==> config.mk <==
export PLATFORM = sky130hd
export DESIGN_NAME = ssc_lane
export DESIGN_NICKNAME = d
export VERILOG_FILES = /design/src/rtl/ssc_pkg.sv /design/src/rtl/ssc_lane.sv
export SDC_FILE = /design/constraint.sdc
export NUM_CORES = 2
export LEC_CHECK = 0
export ABC_AREA = 1
export BUFFER_PORTS_ARGS = -buffer_cell sky130_fd_sc_hd__clkbuf_2
export CAP_MARGIN = 20
export CORE_MARGIN = 2
export CORE_UTILIZATION = 59
export DETAILED_ROUTE_END_ITERATION = 10
export HOLD_SLACK_MARGIN = 0.15
export PLACE_DENSITY = 0.9
export RECOVER_POWER = 25
export REMOVE_ABC_BUFFERS = 1
export SYNTH_ARGS = -nofsm -noshare
export SYNTH_HDL_FRONTEND = slang
export SYNTH_SLANG_ARGS = --single-unit
==> constraint.sdc <==
create_clock -name clk -period 8.25 [get_ports clk]
set_clock_uncertainty 0.05 [all_clocks]
set_input_delay 0.825 -clock clk [delete_from_list [all_inputs] [get_ports clk]]
set_output_delay 0.825 -clock clk [all_outputs]
set_load 0.05 [all_outputs]
==> src/rtl/ssc_pkg.sv <==
package ssc_pkg;

  localparam int NUM_PHASES = 3;
  localparam int PHASE_A    = 0;
  localparam int PHASE_B    = 1;
  localparam int PHASE_C    = 2;

  // Configuration register indexes.
  localparam logic [1:0] REG_MAX_DUTY      = 2'd0;
  localparam logic [1:0] REG_PROP_GAIN     = 2'd1;
  localparam logic [1:0] REG_INTEGRAL_GAIN = 2'd2;

  localparam logic [15:0] MAX_DUTY_RESET      = 16'd0;
  localparam logic [15:0] PROP_GAIN_RESET     = 16'd15;
  localparam logic [15:0] INTEGRAL_GAIN_RESET = 16'd7000;

  // What a phase does in a given Hall sector.
  localparam logic [2:0] ROLE_NONE     = 3'd0;
  localparam logic [2:0] ROLE_HALF     = 3'd1;
  localparam logic [2:0] ROLE_FULL     = 3'd2;
  localparam logic [2:0] ROLE_NEG_HALF = 3'd3;
  localparam logic [2:0] ROLE_IDLE     = 3'd4;

  typedef struct packed {
    logic               enable;
    logic [2:0]         sector;
    logic signed [15:0] current_request;
    logic signed [15:0] current_a;
    logic signed [15:0] current_b;
    logic signed [15:0] current_c;
  } ssc_sample_t;

  typedef struct packed {
    logic [15:0] duty_a;
    logic [15:0] duty_b;
    logic [15:0] duty_c;
    logic        gates_on;
  } ssc_result_t;

  typedef struct packed {
    logic load;
    logic step;
    logic preset;
  } lane_ctrl_t;

  typedef struct packed {
    logic       advance;
    logic       valid;
    logic       enable;
    logic [2:0] sector;
  } stage_ctrl_t;

  // Sectors 0, 2 and 4 drive two phases and leave one idle; sectors 1, 3 and 5
  // drive one phase at full request against the other two; 6 and 7 hold.
  function automatic logic [2:0] lane_role(logic [2:0] sector, int lane);
    logic [2:0] role;
    unique case (sector)
      3'd0: role = (lane == PHASE_C) ? ROLE_IDLE : ROLE_HALF;
      3'd1: role = (lane == PHASE_B) ? ROLE_FULL : ROLE_NEG_HALF;
      3'd2: role = (lane == PHASE_A) ? ROLE_IDLE : ROLE_HALF;
      3'd3: role = (lane == PHASE_C) ? ROLE_FULL : ROLE_NEG_HALF;
      3'd4: role = (lane == PHASE_B) ? ROLE_IDLE : ROLE_HALF;
      3'd5: role = (lane == PHASE_A) ? ROLE_FULL : ROLE_NEG_HALF;
      default: role = ROLE_NONE;
    endcase
    return role;
  endfunction

endpackage

==> src/rtl/ssc_lane.sv <==
module ssc_lane
  import ssc_pkg::*;
(
  input  logic               clk,
  input  logic               rst,
  input  lane_ctrl_t         ctrl,
  input  logic signed [16:0] target,
  input  logic signed [15:0] meas,
  input  logic [15:0]        max_duty,
  input  logic [15:0]        prop_gain,
  input  logic [15:0]        integral_gain,
  input  logic signed [31:0] preset_integ,
  input  logic [15:0]        preset_duty,
  output logic signed [31:0] step_integ,
  output logic [15:0]        step_duty
);

  localparam logic signed [34:0] SAT_HI = 35'sd2147483647;
  localparam logic signed [34:0] SAT_LO = -35'sd2147483648;

  // Front stage: error and both gain products depend only on the sample and the gains.
  logic signed [16:0] err;
  logic signed [33:0] prod_i_d;
  logic signed [33:0] prod_p_d;
  logic signed [34:0] pm_d;

  assign err      = target - {meas[15], meas};
  assign prod_i_d = err * $signed({1'b0, integral_gain});
  assign prod_p_d = err * $signed({1'b0, prop_gain});
  assign pm_d     = {prod_p_d[33], prod_p_d} - {{19{meas[15]}}, meas};

  logic               err_pos;
  logic               err_neg;
  logic signed [33:0] prod_i;
  logic signed [34:0] pm;

  always_ff @(posedge clk) begin
    if (ctrl.load) begin
      err_pos <= !err[16] && (err != 17'sd0);
      err_neg <= err[16];
      prod_i  <= prod_i_d;
      pm      <= pm_d;
    end
  end

  // Phase state.
  logic signed [31:0] integ;
  logic [15:0]        duty;

  always_ff @(posedge clk) begin
    if (rst) begin
      integ <= '0;
      duty  <= '0;
    end else if (ctrl.step) begin
      integ <= step_integ;
      duty  <= step_duty;
    end else if (ctrl.preset) begin
      integ <= preset_integ;
      duty  <= preset_duty;
    end
  end

  // Back stage: anti-windup hold, saturating integrator, duty clamp.
  logic               hold;
  logic signed [34:0] isum;
  logic signed [35:0] dsum;
  logic signed [28:0] dq;

  assign hold = (err_pos && (duty == max_duty)) || (err_neg && (duty == 16'd0));
  assign isum = {{3{integ[31]}}, integ} + {prod_i[33], prod_i};

  always_comb begin
    if (hold) begin
      step_integ = integ;
    end else if (isum > SAT_HI) begin
      step_integ = SAT_HI[31:0];
    end else if (isum < SAT_LO) begin
      step_integ = SAT_LO[31:0];
    end else begin
      step_integ = isum[31:0];
    end
  end

  assign dsum = {pm[34], pm} + {{14{step_integ[31]}}, step_integ[31:10]};
  assign dq   = dsum[35:7];

  always_comb begin
    if (dq[28]) begin
      step_duty = 16'd0;
    end else if (dq[27:0] > {12'd0, max_duty}) begin
      step_duty = max_duty;
    end else begin
      step_duty = dq[15:0];
    end
  end

endmodule

==> summary by stage <==
Logic synthesis
In the post-synthesis netlist, the biggest area contributors are sky130_fd_sc_hd__fa_1, sky130_fd_sc_hd__inv_1, sky130_fd_sc_hd__ha_1, sky130_fd_sc_hd__nand2_1, sky130_fd_sc_hd__edfxtp_1. The adder-cell share of the synthesized area is 47.72%. Synthesis handed over a netlist of 4,103 instances. The predominant post-synthesis flop cell is sky130_fd_sc_hd__edfxtp_1. sky130_fd_sc_hd__fa_1 takes more of the synthesized area than any other cell. Summed over its instances, the top area cell type makes up 36.71% of the synthesized netlist area. Summing the areas of all compound-gate instances in the mapped netlist gives 7.537% of the synthesized area.

The fraction of registers with async set/reset is 0%. After synthesis, the largest family of logic cells by area is adder cells. The total of warnings raised by yosys is 0. In this run, synthesis produced a sequential element count of 119. The count of flip-flops with a built-in enable after synthesis is 71.

The average cell area after synthesis is 7.841 sq um. The count of distinct cell types in the synthesized netlist is 54. In the synthesized netlist, mux cells make up 0% of the area. The xor/xnor cell area share of the yosys netlist is 3.426%. The area of the mapped netlist is 32,170 sq um. Sequential cells were found to cover 9.614% of the synthesized design area. The simple-gate area share of the yosys netlist is 18.51%.

Global routing
The global-route wire length before repair is 160,300 um. The aggregate global routing overflow is 0. Across every metal layer, demand over resource in global routing totals 36.56%. The number of antenna violations at the first check in global routing came to 9. The largest net degree at the start of global routing is between 60 and 70. The number of global-route vias before repair came to 31,520.

CTS
After clock tree synthesis, the flow added hold-fix buffers numbering 0. The buffer type at the clock tree root is sky130_fd_sc_hd__clkbuf_16. The tree built by TritonCTS fans out to 119 sinks.

The CTS tree is yes. The number of levels in the clock H-tree is 4. The insertion delay to the later sink of the worst-skew pair is approximately 0.47 ns. In this run, CTS created clock tree buffers numbering 17. The longest clock path from root to sink contains 2 buffers. After clock tree synthesis, the clock-pin slew on the worst setup and hold paths is 0.07 ns.

Worst setup path
In this run the worst path has a maximum fanout of 8. The worst stage delay on the critical path is 0.67 ns. The launching element of the worst setup path is prod_i[8]. The number of cells on the worst reg-to-reg path is 38.

The required time at the worst-slack endpoint is 7.38 ns. The critical path in this run is classified as reg2out. The number of buffers and inverters on the critical path is 6. The cell type of the slowest stage on the worst timing path is sky130_fd_sc_hd__a21oi_2. The critical path capture point is step_duty[13]. The setup slack on the worst flop-to-flop path is ~0.64 ns.

The endpoint of the worst-slack reg-to-reg timing path is duty[11]. The cell occurring most often along the worst timing path is sky130_fd_sc_hd__nand2_1. The endpoint class of the critical path is an output pin. The startpoint identified for the worst register-to-register timing path is prod_i[8]. On the critical path the largest part of the delay comes from simple AND/OR/NAND/NOR gates. STA classifies the critical path startpoint as a flop. The critical path depth is 39.

The endpoint arrival time on the critical path is 8.01 ns.

STA
The number of pins exceeding their max-slew limit in the final report came to 96. The relative slew slack is -170.4%. For the pin with the worst max-slew slack, the measured transition is ~4.1 ns. The smallest setup slack after layout is -0.6344 ns.

Static timing analysis puts the maximum clock frequency at 112.6 MHz. Setup repair after global routing could not meet its margin everywhere. After layout, the minimum clock period comes to 8.884 ns. Of the available clock period, the critical path in the final layout requires 107.7%. Setup violations remaining at the end of the flow were counted as 33. The total count of hold-check failures in the final report is 0.

Finish
The library cells used most frequently in the layout, excluding fill and tap cells, are sky130_fd_sc_hd__inv_1, sky130_fd_sc_hd__nand2_1, sky130_fd_sc_hd__fa_1. The most common cell after layout, fill and taps aside is sky130_fd_sc_hd__inv_1. For this run, the post-layout net count is approximately 5,600. Of the cells placed in the final design, the portion with a size suffix greater than 1 is 24.47%. From synthesis to final layout, the design area changed by 23.98%.

Placement
The detailed placement HPWL is 83,470 um. The routability congestion estimate is 1.069. Buffers placed on the I/O ports in this run total 181. The worst slack after detailed placement is -1.350 ns.

Hold path
Counting instances, the worst hold path has a depth of 2. The path type of the worst min-delay path is reg2reg. In this run the most critical hold path is launched from integ[16].

Routing
The number of vias per cell after detailed routing is 6.195. For this block, the via count after detailed routing is 32,860. The number of iterations in the first detailed-routing pass is 11.

The routed design has 121,100 um of wire. In the routed design, unresolved DRC markers number 2. The number of antenna-violating nets in the routed design is 0. The wire length per cell after detailed routing is about 23 um. In this run, the number of DRC markers left after iteration 0 of detailed routing was 4,358.

Status
The run finished, with violations left. The final reports fail on DRC, capacitance limit, slew limit, setup timing.

Die
The core region is 53,810 sq um. In this run the vertical extent of the chip is 237.5 um. The number of top-level pins is ~180. The die covers 56,410 sq um. In this run the core area contains 85 standard-cell rows. The initial core utilization is about 60%.

The die width is 237.5 um.

Job
The tool flagged a number of max-cap violations equal to 2.
[routing by layer]
layer	routed length [um]	part of all wire, %	global-route usage [%]	vias to the layer above
met1	39860	33	45.62	15340
met2	52030	43	59.17	3102
li1	-	-	-	13400
met5	6	0.0050	0	-
met4	11740	9.7	20.77	2
met3	17470	14	7.978	1024
[tightest hold or removal path, stage by stage (launching register included)]
cell,delay [ns]
sky130_fd_sc_hd__dfxtp_1,0.36
sky130_fd_sc_hd__nand2_1,0.08
sky130_fd_sc_hd__a31oi_1,0.07
[area by class of cell]
class	count	area, sq um
Multi-Input combinational cell	2861	27140
Fill cell	3222	13930
Timing Repair Buffer	591	4389
Inverter	998	3772
Sequential cell	119	3095
Tap cell	696	870.8
Clock buffer	19	464.2
Clock inverter	13	135.1
Antenna cell	8	20.02
[logic make-up after synthesis]
family                   Yosys count
AO/OA/AOI/OAI                    434
XOR/XNOR                         125
adder cells (fa/ha/maj)          873
buffers and inverters           1125
flip-flops                       119
AND/OR/NAND/NOR                 1427
[through the flow]
stage	setup TNS [ns]	hold slack (ns)	std cells	area (sq um)	util, %
detailed placement	-24.47	0.4645	5189	36070	67.03
finish	-13.13	0.5079	5305	39890	74.12
floorplan	-9.634	0.4198	3976	31670	-
CTS	-0.4585	0.4747	5248	37470	69.62
global route	-20.63	0.5334	5305	39890	74.12
global placement	-16.57	0.4509	5189	36070	67.03
[cell usage after synthesis (all sizes together) (3+ instances only)]
master / n
a211oi: 7
a21boi: 7
a21o: 8
a21oi: 245
a31o: 4
a31oi: 51
and3: 3
buf: 19
clkbuf: 108
clkinv: 7
dfxtp: 48
edfxtp: 71
fa: 590
ha: 283
inv: 991
nand2: 775
nand3: 145
nand4: 39
nor2: 390
nor3: 26
nor4: 7
o21a: 8
o21ai: 76
o21bai: 14
o31ai: 5
or2: 35
xnor2: 39
xor2: 86
[registers in the layout, indices dropped and copies added (netlist names)]
name and cells:
err_neg 1, integ 32, prod_i 34, pm 35, duty 16, err_pos 1
[worst min path at each step]
| stage | to | slack (ns) |
|---|---|---|
| after floorplan | integ[15] | 0.42 |
| final | integ[16] | 0.51 |
| after global routing | integ[16] | 0.53 |
| after global placement | integ[20] | 0.45 |
| after CTS | integ[17] | 0.47 |
| after detailed placement | integ[17] | 0.46 |
[timing repair]
action	CTS	global route
buffers inserted	26	54
endpoints found under the setup margin	40	46
pin swaps	65	157
gates resized for setup	156	445
cloned	2	3
Power is left out: the tool's default activity adds up to more than one toggle a clock period on the data nets, which glitch-free logic cannot reach.
