`config.mk`:
```
export PLATFORM = sky130hd
export DESIGN_NAME = ssc_merge
export DESIGN_NICKNAME = d
export VERILOG_FILES = /design/src/rtl/ssc_pkg.sv /design/src/rtl/ssc_merge.sv
export SDC_FILE = /design/constraint.sdc
export NUM_CORES = 1
export LEC_CHECK = 0
export ABC_AREA = 1
export BUFFER_PORTS_ARGS = -buffer_cell sky130_fd_sc_hd__buf_2
export CORE_MARGIN = 3
export CORE_UTILIZATION = 46
export CTS_CLUSTER_SIZE = 25
export DETAILED_ROUTE_END_ITERATION = 10
export HOLD_SLACK_MARGIN = 0.03
export MAX_ROUTING_LAYER = met4
export PLACE_DENSITY_LB_ADDON = 0.12
export REMOVE_ABC_BUFFERS = 1
export SYNTH_ARGS = -nofsm -noshare
export SYNTH_HDL_FRONTEND = slang
export SYNTH_SLANG_ARGS = --single-unit
```
`constraint.sdc`:
```
create_clock -name clk -period 2.12 [get_ports clk]
set_input_delay 0.106 -clock clk [delete_from_list [all_inputs] [get_ports clk]]
set_output_delay 0.106 -clock clk [all_outputs]
set_load 0.1 [all_outputs]
```
`src/rtl/ssc_pkg.sv`:
```
package ssc_pkg;

  localparam int NUM_PHASES = 3;
  localparam int PHASE_A    = 0;
  localparam int PHASE_B    = 1;
  localparam int PHASE_C    = 2;

  // Configuration register indexes.
  localparam logic [1:0] REG_MAX_DUTY      = 2'd0;
  localparam logic [1:0] REG_PROP_GAIN     = 2'd1;
  localparam logic [1:0] REG_INTEGRAL_GAIN = 2'd2;

  localparam logic [15:0] MAX_DUTY_RESET      = 16'd0;
  localparam logic [15:0] PROP_GAIN_RESET     = 16'd15;
  localparam logic [15:0] INTEGRAL_GAIN_RESET = 16'd7000;

  // What a phase does in a given Hall sector.
  localparam logic [2:0] ROLE_NONE     = 3'd0;
  localparam logic [2:0] ROLE_HALF     = 3'd1;
  localparam logic [2:0] ROLE_FULL     = 3'd2;
  localparam logic [2:0] ROLE_NEG_HALF = 3'd3;
  localparam logic [2:0] ROLE_IDLE     = 3'd4;

  typedef struct packed {
    logic               enable;
    logic [2:0]         sector;
    logic signed [15:0] current_request;
    logic signed [15:0] current_a;
    logic signed [15:0] current_b;
    logic signed [15:0] current_c;
  } ssc_sample_t;

  typedef struct packed {
    logic [15:0] duty_a;
    logic [15:0] duty_b;
    logic [15:0] duty_c;
    logic        gates_on;
  } ssc_result_t;

  typedef struct packed {
    logic load;
    logic step;
    logic preset;
  } lane_ctrl_t;

  typedef struct packed {
    logic       advance;
    logic       valid;
    logic       enable;
    logic [2:0] sector;
  } stage_ctrl_t;

  // Sectors 0, 2 and 4 drive two phases and leave one idle; sectors 1, 3 and 5
  // drive one phase at full request against the other two; 6 and 7 hold.
  function automatic logic [2:0] lane_role(logic [2:0] sector, int lane);
    logic [2:0] role;
    unique case (sector)
      3'd0: role = (lane == PHASE_C) ? ROLE_IDLE : ROLE_HALF;
      3'd1: role = (lane == PHASE_B) ? ROLE_FULL : ROLE_NEG_HALF;
      3'd2: role = (lane == PHASE_A) ? ROLE_IDLE : ROLE_HALF;
      3'd3: role = (lane == PHASE_C) ? ROLE_FULL : ROLE_NEG_HALF;
      3'd4: role = (lane == PHASE_B) ? ROLE_IDLE : ROLE_HALF;
      3'd5: role = (lane == PHASE_A) ? ROLE_FULL : ROLE_NEG_HALF;
      default: role = ROLE_NONE;
    endcase
    return role;
  endfunction

endpackage

```
`src/rtl/ssc_merge.sv`:
```
module ssc_merge
  import ssc_pkg::*;
(
  input  logic               clk,
  input  logic               rst,
  input  stage_ctrl_t        ctrl,
  input  logic signed [31:0] step_integ [NUM_PHASES],
  input  logic [15:0]        step_duty [NUM_PHASES],
  output logic signed [31:0] preset_integ,
  output logic [15:0]        preset_duty,
  output ssc_result_t        result,
  output logic               result_valid
);

  // The idle phase is preset from the two phases driven in the same sector.
  logic signed [31:0] i1;
  logic signed [31:0] i2;
  logic [15:0]        d1;
  logic [15:0]        d2;

  always_comb begin
    case (ctrl.sector)
      3'd2: begin
        i1 = step_integ[PHASE_B];
        i2 = step_integ[PHASE_C];
        d1 = step_duty[PHASE_B];
        d2 = step_duty[PHASE_C];
      end
      3'd4: begin
        i1 = step_integ[PHASE_A];
        i2 = step_integ[PHASE_C];
        d1 = step_duty[PHASE_A];
        d2 = step_duty[PHASE_C];
      end
      default: begin
        i1 = step_integ[PHASE_A];
        i2 = step_integ[PHASE_B];
        d1 = step_duty[PHASE_A];
        d2 = step_duty[PHASE_B];
      end
    endcase
  end

  logic [16:0]        dsum;
  logic signed [22:0] msum;

  assign dsum         = {1'b0, d1} + {1'b0, d2};
  assign preset_duty  = dsum[16:1];
  assign msum         = {i1[31], i1[31:10]} + {i2[31], i2[31:10]};
  assign preset_integ = {msum[22:1], 10'd0};

  logic [15:0] last_duty [NUM_PHASES];
  logic [15:0] out_duty [NUM_PHASES];
  logic        commutating;

  assign commutating = (lane_role(ctrl.sector, PHASE_A) != ROLE_NONE);

  always_comb begin
    for (int i = 0; i < NUM_PHASES; i++) begin
      if (!commutating) begin
        out_duty[i] = last_duty[i];
      end else if (lane_role(ctrl.sector, i) == ROLE_IDLE) begin
        out_duty[i] = 16'd0;
      end else begin
        out_duty[i] = step_duty[i];
      end
    end
  end

  ssc_result_t result_next;

  always_comb begin
    if (ctrl.enable) begin
      result_next.duty_a   = out_duty[PHASE_A];
      result_next.duty_b   = out_duty[PHASE_B];
      result_next.duty_c   = out_duty[PHASE_C];
      result_next.gates_on = 1'b1;
    end else begin
      result_next = '0;
    end
  end

  always_ff @(posedge clk) begin
    if (rst) begin
      result_valid <= 1'b0;
      for (int i = 0; i < NUM_PHASES; i++) begin
        last_duty[i] <= '0;
      end
    end else if (ctrl.advance) begin
      result_valid <= ctrl.valid;
      if (ctrl.valid && ctrl.enable && commutating) begin
        for (int i = 0; i < NUM_PHASES; i++) begin
          last_duty[i] <= out_duty[i];
        end
      end
    end
  end

  always_ff @(posedge clk) begin
    if (ctrl.advance) begin
      result <= result_next;
    end
  end

endmodule

```
==> results of run 1 <==
[timing repair]
item / 4_1_cts / 5_1_grt
gates cloned: 3 / 3
endpoints found under the hold margin: 2 / 0
pin swaps: 74 / 81
hold buffers: 3 / 0
gates resized for setup: 229 / 155
buffers inserted: 29 / 25
setup endpoints to repair: 36 / 35
[routing by layer]
layer / track usage / wire length (um) / vias up
met5: - / 0 / -
met4: 0.0944 / 1110 / 0
met3: 0.0374 / 1900 / 87
met2: 0.476 / 14000 / 438
met1: 0.328 / 10400 / 3805
li1: - / - / 3885
[cell usage after synthesis]
cell	instances
o21ai_1	9
o21ai_0	155
o21a_1	1
o21bai_1	4
a21boi_0	2
a21oi_1	37
nor3_1	9
xor2_1	19
ha_1	36
inv_1	125
nand3_1	44
nand2_4	1
conb_1	1
a31oi_1	2
nor2_1	132
nand2_1	207
fa_1	2
dfxtp_1	1
nand2_2	6
o21ai_2	2
buf_2	7
nand3_2	2
buf_6	2
edfxtp_1	97
nand4_1	3
inv_2	1
o211a_1	1
o211ai_1	2
clkbuf_1	31
xnor2_1	5
buf_4	10
a21o_1	5
nor4_1	2
a21boi_4	1
buf_1	1
[power by group]
group          switching [mW]  total [mW]  internal (mW)  leakage [nW]
Combinational            4.29        6.73           2.44          4.65
Sequential             0.0292        2.29           2.26          1.01
Clock                   0.746        1.67          0.923         0.138
[worst max-delay path by stage]
stage / startpoint / to / slack (ps) / cells after the start
2_1_floorplan: ctrl[2] / preset_integ[19] / -2890 / 12
5_1_grt: ctrl[2] / preset_duty[14] / -590 / 17
6_report: ctrl[2] / preset_duty[12] / -520 / 17
3_3_place_gp: ctrl[2] / preset_integ[29] / -790 / 12
3_5_place_dp: ctrl[2] / preset_integ[29] / -830 / 12
4_1_cts: ctrl[2] / preset_integ[29] / -350 / 16
[cells in the final DEF, fill, tap and decap left out, drive strengths merged]
master,netlist,final
a21boi,3,3
a21o,5,5
a21oi,37,37
a31oi,2,2
buf,20,385
bufbuf,0,1
bufinv,0,1
clkbuf,31,13
clkinv,0,1
clkinvlp,0,3
conb,1,10
dfxtp,1,1
dlygate4sd3,0,3
edfxtp,97,97
fa,2,2
ha,36,36
inv,126,128
nand2,214,214
nand3,46,46
nand4,3,3
nor2,132,132
nor3,9,9
nor4,2,2
o211a,1,1
o211ai,2,2
o21a,1,1
o21ai,166,166
o21bai,4,4
xnor2,5,5
xor2,19,19
[cell type report]
type,instances,area share
flip-flops and latches,98,0.241
inverters,126,0.0399
clock buffers,9,0.0185
multi-input cells,699,0.392
well taps,188,0.0193
clock inverters,7,0.00627
repair buffers,393,0.283
[kinds of logic (layout without fill, tap and decap cells)]
group | after synthesis | in the layout | share of synthesized area
other cells | 1 | 10 | 0.000523
simple gates | 406 | 406 | 0.228
compound gates | 221 | 221 | 0.163
buf+inv | 177 | 535 | 0.101
xor+xnor | 24 | 24 | 0.0293
fa+ha+maj | 38 | 38 | 0.0684
flops | 98 | 98 | 0.409
[registers in the layout, summed over array words and instances, names as in the netlist]
register / count
last_duty: 48
result: 49
result_valid: 1
[tightest hold or removal path: stages]
cell and delay [ps]:
buf_2 110, inv_1 40, o21ai_0 70, inv_1 70, nor2_1 40
==> metrics.md, run 1 <==
| Metric | Value |
|---|---|
| Critical Path AT | `about 2500 ps` |
| # fillers | `a little under 1000` |
| Post-DRT Antenna Nets | `0` |
| DP Worst Slack | `-830 ps` |
| Via Count | `8215` |
| Most Frequent Cell on Critical Path | `nand2_1` |
| Antenna violations before repair | `0` |
| YS warnings | `0` |
| Design area | `between 0.01 and 0.015 mm^2` |
| Crit end category | `output port` |
| Clock transition at path regs | `about 60 ps` |
| Slowest Stage Delay on Critical Path | `410 ps` |
| TritonCTS clock tree | `done` |
| Final min period | `between 2000 and 3000 ps` |
| Final cell count without fillers | `1520` |
| Yosys reg bits | `98` |
| CORE AREA | `around 0.015 mm^2` |
| Final setup fails | `35` |
| Routed WL | `about 27000 um` |
| R2R depth | `3` |
| Gpl congestion | `0.914` |
| Post-synthesis sequential area ratio | `0.409` |
| Post-DP HPWL | `between 15000 and 20000 um` |
| Crit Path Max Fanout | `27` |
| Max Cap Viol | `0` |
| Failing checks | `negative setup slack` |
| Hold path cells | `5` |
| Die height | `between 100 and 150 um` |
| Die area | `approximately 0.017 mm^2` |
| WHS Endpoint | `last_duty[0][13]$_SDFFCE_PN0P_` |
| Part of the cycle the worst path needs | `1.24` |
| Final Util | `0.801` |
| HP Class | `in -> reg` |
| Crit-path slowest cell | `ha_1` |
| Outcome | `finished, violations left` |
| I/O pins | `250` |
| Crit-path leading delay family | `simple AND/OR/NAND/NOR gates` |
| Layout cell share with drive strength beyond 1 | `0.468` |
| Worst path cell trace | `buf_12, inv_8, nand3_4, buf_4, clkbuf_16, nand2_1, o21ai_0, ha_1, nand2_1, inv_1, nand2_1, nor3_2, nand2_2, nand2_1, nand2_1, nand2_2, buf_12` |
| Width of the die | `131 um` |
| Syn-to-layout area delta | `69.7%` |
| Largest net degree at the start of global routing | `55` |
| FF/Latch Area | `between 0.002 and 0.003 mm^2` |
| Power Density | `878 mW/mm^2` |
| First-pass GRT wire length | `approximately 36000 um` |
| Hold_ws | `262 ps` |
| Launch point of the worst hold path | `step_duty[45]` |
| Placed cell areas | `between 0.009 and 0.01 mm^2` |
| Area occupied by multi-input gates | `~0.0048 mm^2` |
| Peak VDD IR | `about 560 uV` |
| Setup ws final | `-516 ps` |
| Vias in the first global route | `about 7300` |
| CTS Buf Count | `9` |
| RSZ-0062 raised after global routing | `true` |
| Power, Total | `approximately 11 mW` |
| DR WL/cell | `between 15 and 20 um` |
| Starting Density | `0.472` |
| Final hold violation count | `0` |
| Worst r2r src | `result_valid$_SDFFE_PP0P_` |
| CP startpoint kind | `primary input` |
| Setup Skew | `8.34 ps` |
| Post-synth top area cell | `edfxtp_1` |
| DRT Pass-1 Iters | `5` |
| Tightest Pin Transition | `approximately 540 ps` |
| Gr usage total | `0.274` |
| R2r endpoint | `result_valid$_SDFFE_PP0P_` |
| Post-Syn Area | `around 0.0072 mm^2` |
| Netlist cell types | `35` |
| Congestion Overflow GR | `0` |
| CTS H-tree depth | `3` |
| Max Clock Freq | `0.379 GHz` |
| DRC violations left | `0` |
| Worst path buffer plus inverter count | `6` |
| Crit Path Category | `in -> out` |
| Vias/cell | `5.40` |
| Pleak | `just under 6 nW` |
| Setup TNS | `-12520 ps` |
| Root buffer cell | `clkbuf_16` |
| Area contributors post-synth | `edfxtp_1, nand2_1, o21ai_0` |
| Yosys top cell area share | `0.406` |
| Placed Cells | `about 1400` |
| 1st-iter DRT viols | `713` |
| Mapped Cells | `965` |
| IO Port Bufs | `between 200 and 250` |
| Clk buf depth | `2` |
| R2R setup slack | `1000 ps` |
| Syn avg cell area | `between 7 and 8 um^2` |
| Clk sinks | `98` |
| Antenna fix cells | `0` |
| Final Net Count | `around 1500` |
| Max-slew headroom | `0.640` |
| Slew Limit Fails | `0` |
| Worst-Skew Late Latency | `350 ps` |
| CP Data Required Time | `roughly 2000 ps` |
| FP Rows | `45` |
Power figures use the tool's default switching activity.
==> run 2: changes to the inputs <==
CORE_ASPECT_RATIO = 1.4   (was default)
==> metrics.md, run 2 (synthesis results as in run 1) <==
| Metric | Value |
|---|---|
| Syn-to-layout area delta | `73.0%` |
| Worst path buffer plus inverter count | `8` |
| Max Cap Viol | `0` |
| Pleak | `~5.9 nW` |
| Routed WL | `about 28000 um` |
| Vias in the first global route | `roughly 7800` |
| RSZ-0062 raised after global routing | `true` |
| I/O pins | `250` |
| Crit-path leading delay family | `buffers and inverters` |
| First-pass GRT wire length | `between 30000 and 40000 um` |
| Via Count | `8286` |
| CTS Buf Count | `9` |
| DRC violations left | `0` |
| Antenna violations before repair | `1` |
| Gpl congestion | `a little under 1` |
| Power Density | `873 mW/mm^2` |
| Crit. Startpoint | `ctrl[2]` |
| Part of the cycle the worst path needs | `1.27` |
| Starting Density | `0.474` |
| CP Data Required Time | `roughly 2000 ps` |
| Launch point of the worst hold path | `ctrl[4]` |
| CORE AREA | `between 0.015 and 0.02 mm^2` |
| Crit Path Category | `in -> out` |
| Hold path cells | `3` |
| Final min period | `~2700 ps` |
| CTS H-tree depth | `3` |
| Largest net degree at the start of global routing | `51` |
| Worst path cell trace | `buf_12, inv_6, nand3_4, buf_12, nand2_8, buf_4, buf_6, nand2_2, o21ai_2, ha_4, nand2_1, nand2_2, buf_4, a21oi_4, o21ai_1, buf_4, nand3_2, nand2_1, nand2_1, nand2_2, buf_12` |
| Slew Limit Fails | `0` |
| Post-DRT Antenna Nets | `0` |
| Placed cell areas | `slightly below 0.01 mm^2` |
| Peak VDD IR | `880 uV` |
| Die height | `about 150 um` |
| Largest regs | `result: 49 flops, last_duty: 48 flops, result_valid: 1 flops` |
| Crit-path slowest cell | `ha_4` |
| Root buffer cell | `clkbuf_16` |
| Hold_ws | `36.2 ps` |
| CP startpoint kind | `primary input` |
| Vias/cell | `~5.4` |
| Max Clock Freq | `0.372 GHz` |
| Width of the die | `around 110 um` |
| HP Class | `in -> reg` |
| IO Port Bufs | `between 200 and 250` |
| Design area | `roughly 0.012 mm^2` |
| DR WL/cell | `18.2 um` |
| Worst-Skew Late Latency | `roughly 360 ps` |
| Layout cell share with drive strength beyond 1 | `0.492` |
| Final Util | `0.821` |
| Max reg flops | `a little under 50` |
| Final setup fails | `34` |
| Final hold violation count | `0` |
| Clock transition at path regs | `~70 ps` |
| Critical Path AT | `between 2000 and 3000 ps` |
| Tightest Pin Transition | `597 ps` |
| Most frequent cells in the layout | `buf_2, nand2_1, buf_4` |
| Largest Register | `result` |
| 1st-iter DRT viols | `slightly below 500` |
| DRT Pass-1 Iters | `5` |
| WHS Endpoint | `result_valid$_SDFFE_PP0P_` |
| Die area | `roughly 0.017 mm^2` |
| FP Rows | `between 50 and 60` |
| Crit Path Max Fanout | `7` |
| Failing checks | `negative setup slack` |
| Slowest Stage Delay on Critical Path | `between 200 and 300 ps` |
| R2R setup slack | `1120 ps` |
| Commonest non-fill, non-tap cell in the layout | `buf_2` |
| Clk buf depth | `2` |
| R2r endpoint | `last_duty[0][32]$_SDFFCE_PN0P_` |
| Worst r2r src | `last_duty[0][32]$_SDFFCE_PN0P_` |
| Max-slew headroom | `0.601` |
| Post-DP HPWL | `approximately 17000 um` |
| Setup ws final | `-569 ps` |
| Gr usage total | `0.279` |
| Congestion Overflow GR | `0` |
| Crit end category | `output port` |
| R2R depth | `2` |
| Final Net Count | `about 1500` |
| Outcome | `finished, violations left` |
| Setup Skew | `around 5.0 ps` |
| Clk sinks | `between 90 and 100` |
| TritonCTS clock tree | `done` |
run 2: repair_timing:
item                       4_1_cts  5_1_grt
hold endpoints to repair         2        0
pin swaps                       73      122
buffers inserted                15       26
gates resized for setup        198      227
hold buffers                     2        0
setup endpoints to repair       37       36
gates cloned                     4        6
run 2: worst reg2reg max path: cells and delay by family, from the launching register on:
family | cells | cell delay, ps
flops | 1 | 360
compound gates | 1 | 310
simple gates | 1 | 80
run 2: layout make-up:
type	instances	area [um^2]
inverter	126	483
antenna	1	2.50
fill	891	2710
tap	192	240
clock inverter	6	75.1
timing repair buffer	391	3460
clock buffer	10	229
sequential	98	2930
multi-input combinational	700	4980
run 2: per-layer routing:
| metal | vias to the layer above | GRT usage | part of all wire |
|---|---|---|---|
| met5 | - | - | 0 |
| met1 | 3897 | 0.288 | 0.35 |
| met3 | 102 | 0.0331 | 0.056 |
| met2 | 408 | 0.530 | 0.55 |
| li1 | 3879 | - | - |
| met4 | 0 | 0.116 | 0.048 |
run 2: worst max-delay path by stage:
stage          depth (start not counted)                to  slack, ps
3_3_place_gp                          15  preset_integ[26]       -650
5_1_grt                               21  preset_integ[25]       -680
2_1_floorplan                         12  preset_integ[19]      -2890
6_report                              21  preset_integ[25]       -570
3_5_place_dp                          16  preset_integ[30]       -700
4_1_cts                               16   preset_duty[13]       -350
run 2: through the flow:
| stage | power (mW) | std cells | setup WS (ps) | TNS [ps] |
|---|---|---|---|---|
| 5_1_grt | 11.2 | 1524 | -685 | -16420 |
| 6_report | 10.8 | 1524 | -569 | -13430 |
| 3_5_place_dp | 7.94 | 1456 | -700 | -19780 |
| 2_1_floorplan | 5.76 | 923 | -2890 | -296110 |
| 4_1_cts | 10.1 | 1493 | -352 | -8980 |
| 3_3_place_gp | 7.92 | 1456 | -646 | -17980 |
run 2: power by group:
| group | internal, mW | total [mW] | switching (mW) |
|---|---|---|---|
| registers | 2.26 | 2.29 | 0.0293 |
| clock network | 0.932 | 1.69 | 0.760 |
| logic | 2.50 | 6.85 | 4.35 |
| total | 5.70 | 10.8 | 5.14 |
